$ cat src/rtl/cpr_pkg.sv
// cpr_pkg: shared types and constants for the COBS packet receive demux.
// Holds the payload structs, kind and mode codes, and the framing constants.
// No dependencies.
`timescale 1ns / 1ps

package cpr_pkg;

	// framing constants
	localparam logic [7:0] HDR_FLAG      = 8'h80;
	localparam logic [7:0] DELIM         = 8'h00;
	localparam logic [7:0] MAX_LEN_RESET = 8'd253;

	typedef enum logic [0:0] {
		OP_BYTE = 1'b0,
		OP_ARM  = 1'b1
	} op_t;

	typedef enum logic [1:0] {
		MODE_CHAR    = 2'd0,
		MODE_DISCARD = 2'd1,
		MODE_CODE    = 2'd2,
		MODE_DATA    = 2'd3
	} mode_t;

	typedef enum logic [2:0] {
		KIND_TEXT     = 3'd0,
		KIND_DATA     = 3'd1,
		KIND_DONE     = 3'd2,
		KIND_EARLY    = 3'd3,
		KIND_LONG     = 3'd4,
		KIND_NOLISTEN = 3'd5
	} kind_t;

	typedef struct packed {
		op_t        operation;
		logic [7:0] line_byte;
		logic [1:0] arm_slot;
	} in_item_t;

	typedef struct packed {
		kind_t      kind;
		logic [1:0] slot;
		logic [7:0] value;
	} out_item_t;

endpackage

$ cat src/rtl/cpr_cfg_regs.sv
// cpr_cfg_regs: listener header registers and packet length limit.
// Write-only register file on a write-enable port. Depends on cpr_pkg.
`timescale 1ns / 1ps

module cpr_cfg_regs #(
	parameter int LISTEN_SLOTS = 4,
	parameter int IDX_W        = 3
) (
	input  logic                         clk,
	input  logic                         arst_n,
	input  logic                         wr_en,
	input  logic [IDX_W-1:0]             wr_index,
	input  logic [7:0]                   wr_data,
	output logic [LISTEN_SLOTS-1:0][7:0] headers,
	output logic [7:0]                   max_len
);

	logic [LISTEN_SLOTS-1:0][7:0] headers_q;
	logic [7:0]                   max_len_q;

	always_ff @(posedge clk or negedge arst_n) begin
		if (!arst_n) begin
			headers_q <= '0;
			max_len_q <= cpr_pkg::MAX_LEN_RESET;
		end else if (wr_en) begin
			for (int s = 0; s < LISTEN_SLOTS; s++) begin
				if (wr_index == IDX_W'(s)) begin
					headers_q[s] <= wr_data;
				end
			end
			// indices past the limit register are ignored
			if (wr_index == IDX_W'(LISTEN_SLOTS)) begin
				max_len_q <= wr_data;
			end
		end
	end

	assign headers = headers_q;
	assign max_len = max_len_q;

endmodule

$ cat src/rtl/cpr_rx_core.sv
// cpr_rx_core: receive state machine and on-the-fly COBS decode of one item.
// Holds mode, armed slots, active slot, byte count and code countdown.
// Depends on cpr_pkg.
`timescale 1ns / 1ps

module cpr_rx_core #(
	parameter int LISTEN_SLOTS = 4
) (
	input  logic                         clk,
	input  logic                         arst_n,
	input  logic                         step_en,
	input  cpr_pkg::in_item_t            item,
	input  logic [LISTEN_SLOTS-1:0][7:0] headers,
	input  logic [7:0]                   max_len,
	output logic                         emit,
	output cpr_pkg::out_item_t           result
);

	localparam logic [LISTEN_SLOTS-1:0] SLOT_ONE = LISTEN_SLOTS'(1);

	cpr_pkg::mode_t          mode_q, mode_nx;
	logic [LISTEN_SLOTS-1:0] armed_q, armed_nx;
	logic [1:0]              active_slot_q, active_slot_nx;
	logic [7:0]              byte_count_q, byte_count_nx;
	logic [7:0]              countdown_q, countdown_nx;

	logic       hit;
	logic [1:0] hit_slot;
	logic [7:0] cd_dec;
	logic [7:0] b;

	assign b      = item.line_byte;
	assign cd_dec = countdown_q - 8'd1;

	// lowest armed slot whose header matches wins
	always_comb begin
		hit      = 1'b0;
		hit_slot = '0;
		for (int s = LISTEN_SLOTS - 1; s >= 0; s--) begin
			if (armed_q[s] && headers[s] == b) begin
				hit      = 1'b1;
				hit_slot = 2'(s);
			end
		end
	end

	always_comb begin
		mode_nx        = mode_q;
		armed_nx       = armed_q;
		active_slot_nx = active_slot_q;
		byte_count_nx  = byte_count_q;
		countdown_nx   = countdown_q;
		emit           = 1'b0;
		result.kind    = cpr_pkg::KIND_TEXT;
		result.slot    = '0;
		result.value   = '0;

		if (item.operation == cpr_pkg::OP_ARM) begin
			if (32'(item.arm_slot) < LISTEN_SLOTS) begin
				armed_nx = armed_q | (SLOT_ONE << item.arm_slot);
			end
		end else begin
			case (mode_q)
				cpr_pkg::MODE_CHAR: begin
					if ((b & cpr_pkg::HDR_FLAG) == 8'h00) begin
						// delimiter in text is dropped
						if (b != cpr_pkg::DELIM) begin
							emit         = 1'b1;
							result.value = b;
						end
					end else if (hit) begin
						active_slot_nx = hit_slot;
						byte_count_nx  = '0;
						mode_nx        = cpr_pkg::MODE_CODE;
					end else begin
						mode_nx      = cpr_pkg::MODE_DISCARD;
						emit         = 1'b1;
						result.kind  = cpr_pkg::KIND_NOLISTEN;
						result.value = b;
					end
				end
				cpr_pkg::MODE_DISCARD: begin
					if (b == cpr_pkg::DELIM) begin
						mode_nx = cpr_pkg::MODE_CHAR;
					end
				end
				cpr_pkg::MODE_CODE: begin
					if (b == cpr_pkg::DELIM) begin
						mode_nx     = cpr_pkg::MODE_CHAR;
						emit        = 1'b1;
						result.kind = cpr_pkg::KIND_EARLY;
						result.slot = active_slot_q;
					end else begin
						countdown_nx = b;
						mode_nx      = cpr_pkg::MODE_DATA;
					end
				end
				cpr_pkg::MODE_DATA: begin
					emit        = 1'b1;
					result.slot = active_slot_q;
					if (b == cpr_pkg::DELIM) begin
						armed_nx     = armed_q & ~(SLOT_ONE << active_slot_q);
						mode_nx      = cpr_pkg::MODE_CHAR;
						result.kind  = cpr_pkg::KIND_DONE;
						result.value = byte_count_q;
					end else if (byte_count_q >= max_len) begin
						mode_nx     = cpr_pkg::MODE_DISCARD;
						result.kind = cpr_pkg::KIND_LONG;
					end else begin
						byte_count_nx = byte_count_q + 8'd1;
						result.kind   = cpr_pkg::KIND_DATA;
						// countdown expiry marks a COBS code byte: decodes to zero
						if (cd_dec == 8'h00) begin
							countdown_nx = b;
							result.value = 8'h00;
						end else begin
							countdown_nx = cd_dec;
							result.value = b;
						end
					end
				end
				default: begin
					mode_nx = cpr_pkg::MODE_CHAR;
				end
			endcase
		end
	end

	always_ff @(posedge clk or negedge arst_n) begin
		if (!arst_n) begin
			mode_q        <= cpr_pkg::MODE_CHAR;
			armed_q       <= '0;
			active_slot_q <= '0;
			byte_count_q  <= '0;
			countdown_q   <= '0;
		end else if (step_en) begin
			mode_q        <= mode_nx;
			armed_q       <= armed_nx;
			active_slot_q <= active_slot_nx;
			byte_count_q  <= byte_count_nx;
			countdown_q   <= countdown_nx;
		end
	end

`ifndef NO_ASSERTIONS
	// a finished packet leaves its slot disarmed
	a_done_disarms: assert property (@(posedge clk) disable iff (!arst_n)
		step_en && emit && result.kind == cpr_pkg::KIND_DONE
		|=> (armed_q & (SLOT_ONE << $past(active_slot_q))) == '0)
		else $error("slot still armed after packet done");

	// awaiting a code byte only directly after a matched header
	a_code_after_hdr: assert property (@(posedge clk) disable iff (!arst_n)
		$changed(mode_q) && mode_q == cpr_pkg::MODE_CODE
		|-> $past(mode_q) == cpr_pkg::MODE_CHAR)
		else $error("code mode entered from wrong mode");
`endif

endmodule

$ cat src/rtl/cobs_packet_rx_demux.sv
// cobs_packet_rx_demux: text / COBS packet demultiplexer for a serial line.
// Throughput one item per cycle while the result channel is not stalled.
// Input register feeds the decode state machine, whose result lands in an output register.
// A stalled output holds the input register; the byte channel stalls only then.
// Reset (arst_n low, asynchronous): character mode, all slots disarmed,
// headers zero, packet length limit 253. Depends on cpr_pkg, cpr_cfg_regs, cpr_rx_core.
`timescale 1ns / 1ps

module cobs_packet_rx_demux #(
	parameter int LISTEN_SLOTS = 4,
	parameter int IDX_W        = $clog2(LISTEN_SLOTS + 1)
) (
	input  logic               clk,
	input  logic               arst_n,
	// configuration writes
	input  logic               cfg_valid,
	output logic               cfg_ready,
	input  logic [IDX_W-1:0]   cfg_index,
	input  logic [7:0]         cfg_data,
	// received bytes and arm requests
	input  logic               byte_valid,
	output logic               byte_stall,
	input  cpr_pkg::in_item_t  byte_item,
	// decoded results
	output logic               result_valid,
	input  logic               result_stall,
	output cpr_pkg::out_item_t result_item
);

	logic [LISTEN_SLOTS-1:0][7:0] headers;
	logic [7:0]                   max_len;

	cpr_pkg::in_item_t  item_s1;
	logic               item_valid_s1;
	logic               step_en;
	logic               byte_xfer;
	logic               emit;
	cpr_pkg::out_item_t result;

	logic               res_valid_s2;
	cpr_pkg::out_item_t res_s2;

	// register file is always writable; writes must only come while idle, which the block itself does not enforce
	assign cfg_ready = 1'b1;

	cpr_cfg_regs #(
		.LISTEN_SLOTS (LISTEN_SLOTS),
		.IDX_W        (IDX_W)
	) u_cfg (
		.clk      (clk),
		.arst_n   (arst_n),
		.wr_en    (cfg_valid && cfg_ready),
		.wr_index (cfg_index),
		.wr_data  (cfg_data),
		.headers  (headers),
		.max_len  (max_len)
	);

	// the held item steps once the output register is free or draining
	assign step_en    = item_valid_s1 && (!res_valid_s2 || !result_stall);
	assign byte_stall = item_valid_s1 && !step_en;
	assign byte_xfer  = byte_valid && !byte_stall;

	// input register
	always_ff @(posedge clk or negedge arst_n) begin
		if (!arst_n) begin
			item_valid_s1 <= 1'b0;
		end else if (byte_xfer) begin
			item_valid_s1 <= 1'b1;
		end else if (step_en) begin
			item_valid_s1 <= 1'b0;
		end
	end

	always_ff @(posedge clk) begin
		if (byte_xfer) begin
			item_s1 <= byte_item;
		end
	end

	cpr_rx_core #(
		.LISTEN_SLOTS (LISTEN_SLOTS)
	) u_core (
		.clk     (clk),
		.arst_n  (arst_n),
		.step_en (step_en),
		.item    (item_s1),
		.headers (headers),
		.max_len (max_len),
		.emit    (emit),
		.result  (result)
	);

	// output register; items that give no result leave it empty
	always_ff @(posedge clk or negedge arst_n) begin
		if (!arst_n) begin
			res_valid_s2 <= 1'b0;
		end else if (step_en) begin
			res_valid_s2 <= emit;
		end else if (!result_stall) begin
			res_valid_s2 <= 1'b0;
		end
	end

	always_ff @(posedge clk) begin
		if (step_en && emit) begin
			res_s2 <= result;
		end
	end

	assign result_valid = res_valid_s2;
	assign result_item  = res_s2;

`ifndef NO_ASSERTIONS
	// a stalled result must block the decode step
	a_no_step_on_stall: assert property (@(posedge clk) disable iff (!arst_n)
		result_valid && result_stall |-> !step_en)
		else $error("decode stepped while result stalled");

	// byte channel stalls only behind a held item
	a_stall_needs_item: assert property (@(posedge clk) disable iff (!arst_n)
		byte_stall |-> item_valid_s1 && result_valid && result_stall)
		else $error("byte stall without a blocked item");

	// a result transfer with no new step empties the output register
	a_drain: assert property (@(posedge clk) disable iff (!arst_n)
		result_valid && !result_stall && !step_en |=> !result_valid)
		else $error("result repeated after transfer");
`endif

endmodule

$ cat config.mk
export PLATFORM = sky130hd
export DESIGN_NAME = cobs_packet_rx_demux
export DESIGN_NICKNAME = d
export VERILOG_FILES = /design/src/rtl/cpr_pkg.sv /design/src/rtl/cpr_cfg_regs.sv /design/src/rtl/cpr_rx_core.sv /design/src/rtl/cobs_packet_rx_demux.sv
export SDC_FILE = /design/constraint.sdc
export NUM_CORES = 1
export LEC_CHECK = 0
export ABC_AREA = 1
export BUFFER_PORTS_ARGS = -buffer_cell sky130_fd_sc_hd__buf_2
export CAP_MARGIN = 20
export CORE_MARGIN = 2
export CORE_UTILIZATION = 35
export DETAILED_ROUTE_END_ITERATION = 16
export PLACE_DENSITY = 0.54
export SLEW_MARGIN = 20
export SYNTH_ARGS = -nofsm -noshare
export SYNTH_HDL_FRONTEND = slang
export SYNTH_SLANG_ARGS = --single-unit
$ cat constraint.sdc
create_clock -name clk -period 2.2 [get_ports clk]
set_input_delay 0 -clock clk [delete_from_list [all_inputs] [get_ports clk]]
set_output_delay 0 -clock clk [all_outputs]
set_load 0.1 [all_outputs]
==> flow_summary.html <==
<table>
<tr><th>Metric</th><th>Value</th></tr>
<tr><th colspan="2">Cells and area</th></tr>
<tr><td>Non-filler instance count after layout</td><td>912</td></tr>
<tr><td>Share of final-layout standard cells stronger than drive strength 1</td><td>0.219</td></tr>
<tr><td>Number of nets in the layout</td><td>769</td></tr>
<tr><td>Diodes inserted</td><td>0</td></tr>
<tr><td>Layout Cell Area excl Fill</td><td>6250 µm²</td></tr>
<tr><td>Synthesis-to-layout area growth</td><td>24.0%</td></tr>
<tr><th colspan="2">Setup path</th></tr>
<tr><td>Type of the setup path with the least slack</td><td>flip-flop to flip-flop</td></tr>
<tr><td>Critical Path Sink Type</td><td>flip-flop</td></tr>
<tr><td>Highest net fanout along the worst path</td><td>6</td></tr>
<tr><td>Slack of the worst reg-to-reg path</td><td>0.14 ns</td></tr>
<tr><td>Element type at the critical path start</td><td>flip-flop</td></tr>
<tr><td>Cell with the largest stage delay on the worst path</td><td>sky130_fd_sc_hd__edfxtp_1</td></tr>
<tr><td>List of cells traversed by the critical path</td><td>buf_6 &gt; o21ai_1 &gt; nor2_1 &gt; nand3_1 &gt; nor2_1 &gt; nor2_2 &gt; nand2_2 &gt; nand2_4 &gt; nand3_1 &gt; nand2_1 &gt; nand2_2 &gt; inv_2 &gt; clkbuf_16</td></tr>
<tr><td>Delay contributed by the slowest stage of the critical path</td><td>0.51 ns</td></tr>
<tr><td>Critical path arrival</td><td>2.13 ns</td></tr>
<tr><td>Worst Path Required</td><td>2.27 ns</td></tr>
<tr><th colspan="2">Synth</th></tr>
<tr><td>Most instantiated library cell after synthesis</td><td>sky130_fd_sc_hd__nand2_1</td></tr>
<tr><td>Net count of the mapped netlist</td><td>679</td></tr>
<tr><td>Synth Instances</td><td>637</td></tr>
<tr><td>Number of warning messages in the yosys log</td><td>0</td></tr>
<tr><td>Unique masters post-synth</td><td>39</td></tr>
<tr><td>Cell types occupying the most area after synthesis</td><td>sky130_fd_sc_hd__dfrtp_1 29%, sky130_fd_sc_hd__edfxtp_1 14%, sky130_fd_sc_hd__nand2_1 13%, sky130_fd_sc_hd__o21ai_0 6.0%, sky130_fd_sc_hd__inv_1 5.8%</td></tr>
<tr><td>Number of flops mapped to enable cells by yosys</td><td>24</td></tr>
<tr><td>Compound-gate portion of the synthesized area</td><td>0.115</td></tr>
<tr><td>Yosys reg bits</td><td>90</td></tr>
<tr><td>Cell accounting for the most synthesized area</td><td>sky130_fd_sc_hd__dfrtp_1</td></tr>
<tr><td>Fraction of synthesized area in multiplexers</td><td>0</td></tr>
<tr><td>Synth Flop Type</td><td>sky130_fd_sc_hd__dfrtp_1</td></tr>
<tr><td>Commonest cells in the synthesized netlist</td><td>175 x sky130_fd_sc_hd__nand2_1, 78 x sky130_fd_sc_hd__inv_1, 60 x sky130_fd_sc_hd__o21ai_0</td></tr>
<tr><td>Area of the mapped netlist</td><td>5040 µm²</td></tr>
<tr><td>Synth async-reset ratio</td><td>0.733</td></tr>
<tr><td>Post-synthesis share of cell area spent on xor and xnor gates</td><td>0.0156</td></tr>
<tr><td>Adder-cell area share of the yosys netlist</td><td>0.0372</td></tr>
<tr><td>Main combinational cell family by area after synthesis</td><td>simple AND/OR/NAND/NOR gates</td></tr>
<tr><td>Average cell area after synthesis</td><td>7.91 µm²</td></tr>
<tr><td>Sequential fraction of the synthesis area</td><td>0.472</td></tr>
<tr><td>Simple-Gate Fraction of Synth Area</td><td>0.269</td></tr>
<tr><td>Fraction of synthesized cell area taken by the top area cell type</td><td>0.293</td></tr>
<tr><th colspan="2">Clock network</th></tr>
<tr><td># clock sinks</td><td>90</td></tr>
<tr><td>Worst-path clk slew</td><td>0.06 ns</td></tr>
<tr><td>Clock tree from TritonCTS</td><td>built</td></tr>
<tr><td>Total CTS buffers</td><td>9</td></tr>
<tr><td>Maximum level of the CTS H-tree</td><td>3</td></tr>
<tr><td>Clock latency reported for the late side of the worst-skew pair</td><td>0.35 ns</td></tr>
<tr><td>Library cell used as clock root buffer</td><td>sky130_fd_sc_hd__clkbuf_16</td></tr>
<tr><td>Number of buffers between clock root and the deepest sink</td><td>2</td></tr>
<tr><th colspan="2">Floorplan</th></tr>
<tr><td>Total Die Area</td><td>15400 µm²</td></tr>
<tr><td>Die X-Extent</td><td>124 µm</td></tr>
<tr><td>Placeable core region</td><td>14000 µm²</td></tr>
<tr><td>Number of core rows</td><td>43</td></tr>
<tr><td>Die extent in y</td><td>124 µm</td></tr>
<tr><td>Starting density of the core</td><td>0.360</td></tr>
<tr><td>Number of top-level pins</td><td>43</td></tr>
<tr><th colspan="2">Detailed routing</th></tr>
<tr><td>Routed Antenna Nets</td><td>0</td></tr>
<tr><td>Via density</td><td>4.84</td></tr>
<tr><td>Violation count after the first detailed-routing iteration</td><td>316</td></tr>
<tr><td>DRC viols</td><td>0</td></tr>
<tr><td>Average routed wire per standard cell</td><td>14.3 µm</td></tr>
<tr><td>Number of vias after detailed routing</td><td>4410</td></tr>
<tr><td>Routed wire length</td><td>13000 µm</td></tr>
<tr><td>First-pass iteration count of the detailed router</td><td>5</td></tr>
<tr><th colspan="2">Timing</th></tr>
<tr><td>Worst-Margin Slew</td><td>0.593 ns</td></tr>
<tr><td>Hold WS</td><td>0.0120 ns</td></tr>
<tr><td>Setup violation total in the final timing report</td><td>0</td></tr>
<tr><td>Setup TNS</td><td>0 ns</td></tr>
<tr><td>Post-layout min period</td><td>2.06 ns</td></tr>
<tr><td>Worst clock skew</td><td>0.00728 ns</td></tr>
<tr><td>Fin. max-slew vios</td><td>0</td></tr>
<tr><td>Unrepaired setup endpoints after global routing</td><td>false</td></tr>
<tr><td>Highest clock rate</td><td>486 MHz</td></tr>
<tr><td>Final period util</td><td>0.935</td></tr>
<tr><td>Hold Vio Cnt, Final</td><td>0</td></tr>
<tr><td>Worst slew slack as a fraction of its limit</td><td>0.605</td></tr>
<tr><th colspan="2">Run status</th></tr>
<tr><td>Run status</td><td>finished clean</td></tr>
<tr><th colspan="2">Placed design</th></tr>
<tr><td>HPWL reported at the end of detailed placement</td><td>9620 µm</td></tr>
<tr><td>Routability cong.</td><td>0.860</td></tr>
<tr><td>DP Area</td><td>5640 µm²</td></tr>
<tr><td>Post-placement cell count</td><td>870</td></tr>
<tr><td>Port bufs</td><td>41</td></tr>
<tr><th colspan="2">Min path</th></tr>
<tr><td>Class of the tightest hold or removal check</td><td>input pin to flip-flop</td></tr>
<tr><th colspan="2">Power</th></tr>
<tr><td>Total design power</td><td>5.94 mW</td></tr>
<tr><td>Leak</td><td>2.99 nW</td></tr>
<tr><td>Power per cell area</td><td>951 nW/µm²</td></tr>
<tr><td>Highest ir drop seen on vdd</td><td>0.743 mV</td></tr>
<tr><th colspan="2">Global route</th></tr>
<tr><td>Pin count of the biggest net entering global routing</td><td>46</td></tr>
<tr><td>Remaining Overflow, GRT</td><td>0</td></tr>
<tr><td>Number of antenna violations at the first check in global routing</td><td>0</td></tr>
<tr><td>Vias in the first global route</td><td>4303</td></tr>
<tr><td>GRT Overall Usage</td><td>0.184</td></tr>
<tr><td>Wire length of the first global-routing pass</td><td>21500 µm</td></tr>
<tr><th colspan="2">Job</th></tr>
<tr><td>Max Cap Viol</td><td>0</td></tr>
</table>
[metal layers]
metal  vias to the layer above  track usage  wire length, µm
met2                        85        0.306             6180
met3                         9       0.0362              511
met5                         -            0                0
met1                      2079        0.243             6180
met4                         0       0.0534              153
li1                       2237            -                -
[worst paths after layout]
kind / startpoint / cells after the start / to
hold reg to reg: u_cfg.max_len[7]$_DFFE_PN1P_ / 2 / u_cfg.max_len[7]$_DFFE_PN1P_
min in group asynchronous: arst_n / 2 / u_core.byte_count_q[2]$_DFFE_PN0P_
hold / removal: cfg_data[7] / 3 / u_cfg.headers[15]$_DFFE_PN0P_
setup / recovery: item_s1[2]$_DFFE_PP_ / 13 / result_item[6]$_SDFFCE_PP0P_
max in group asynchronous: arst_n / 3 / u_cfg.max_len[0]$_DFFE_PN1P_
setup reg to reg: item_s1[2]$_DFFE_PP_ / 13 / result_item[6]$_SDFFCE_PP0P_
[flip-flops by register name, indices dropped and copies added (netlist names)]
signal,count
u_core.active_slot_q,2
u_core.byte_count_q,8
result_valid,1
u_core.countdown_q,8
item_s1,11
result_item,13
u_core.armed_q,4
u_cfg.max_len,8
u_core.mode_q,2
u_cfg.headers,32
item_valid_s1,1
[repair_timing]
item	4_1_cts	5_1_grt
hold buffers	15	0
endpoints found under the setup margin	0	38
buffers inserted	0	9
resized for setup	0	24
hold endpoints to repair	39	0
[through the flow]
step                utilization  setup slack, ns
CTS                       0.433           0.0176
global route              0.447         0.000266
global placement          0.403           0.0921
floorplan                     -            0.141
detailed placement        0.403           0.0442
finish                    0.447            0.144
[cell type report]
cell class                 count  area, µm²
fill                        1428       7740
clock buffer                  10        229
clock inverter                 6       42.5
timing repair buffer         101        773
sequential                    90       2380
multi-input combinational    440       2280
inverter                      85        322
tap                          180        225
[worst max-delay path, delay by kind of cell, from the launching register on]
kind / cells / cell delay, ns
AO/OA/AOI/OAI: 1 / 0.12
buffers and inverters: 3 / 0.44
flip-flops: 1 / 0.51
AND/OR/NAND/NOR: 9 / 0.70
[logic make-up after synthesis]
logic type / after synthesis
compound gates: 102
xor+xnor: 9
fa+ha+maj: 15
buf+inv: 107
flops: 90
other cells: 1
simple gates: 313
[where the power goes]
part	internal [mW]	leakage [nW]	switching, mW	total (mW)
Combinational	0.734	1.83	1.44	2.18
Sequential	2.08	1.04	0.247	2.33
Clock	0.768	0.129	0.669	1.44
Total	3.58	2.99	2.36	5.94
[cells in the final DEF (no fill, tap or decap), types with 9 or more instances in the layout]
| master | count |
|---|---|
| sky130_fd_sc_hd__nor2_2 | 11 |
| sky130_fd_sc_hd__dfrtp_1 | 58 |
| sky130_fd_sc_hd__nor2_1 | 45 |
| sky130_fd_sc_hd__a21oi_1 | 23 |
| sky130_fd_sc_hd__nand2_1 | 170 |
| sky130_fd_sc_hd__o21ai_0 | 58 |
| sky130_fd_sc_hd__edfxtp_1 | 24 |
| sky130_fd_sc_hd__o21ai_2 | 9 |
| sky130_fd_sc_hd__ha_1 | 14 |
| sky130_fd_sc_hd__dlygate4sd3_1 | 15 |
| sky130_fd_sc_hd__buf_2 | 41 |
| sky130_fd_sc_hd__inv_1 | 73 |
| sky130_fd_sc_hd__buf_4 | 38 |
| sky130_fd_sc_hd__nand4_1 | 13 |
| sky130_fd_sc_hd__nand3_1 | 44 |
| sky130_fd_sc_hd__clkbuf_16 | 11 |
| sky130_fd_sc_hd__inv_2 | 11 |
Power figures use the tool's default switching activity.
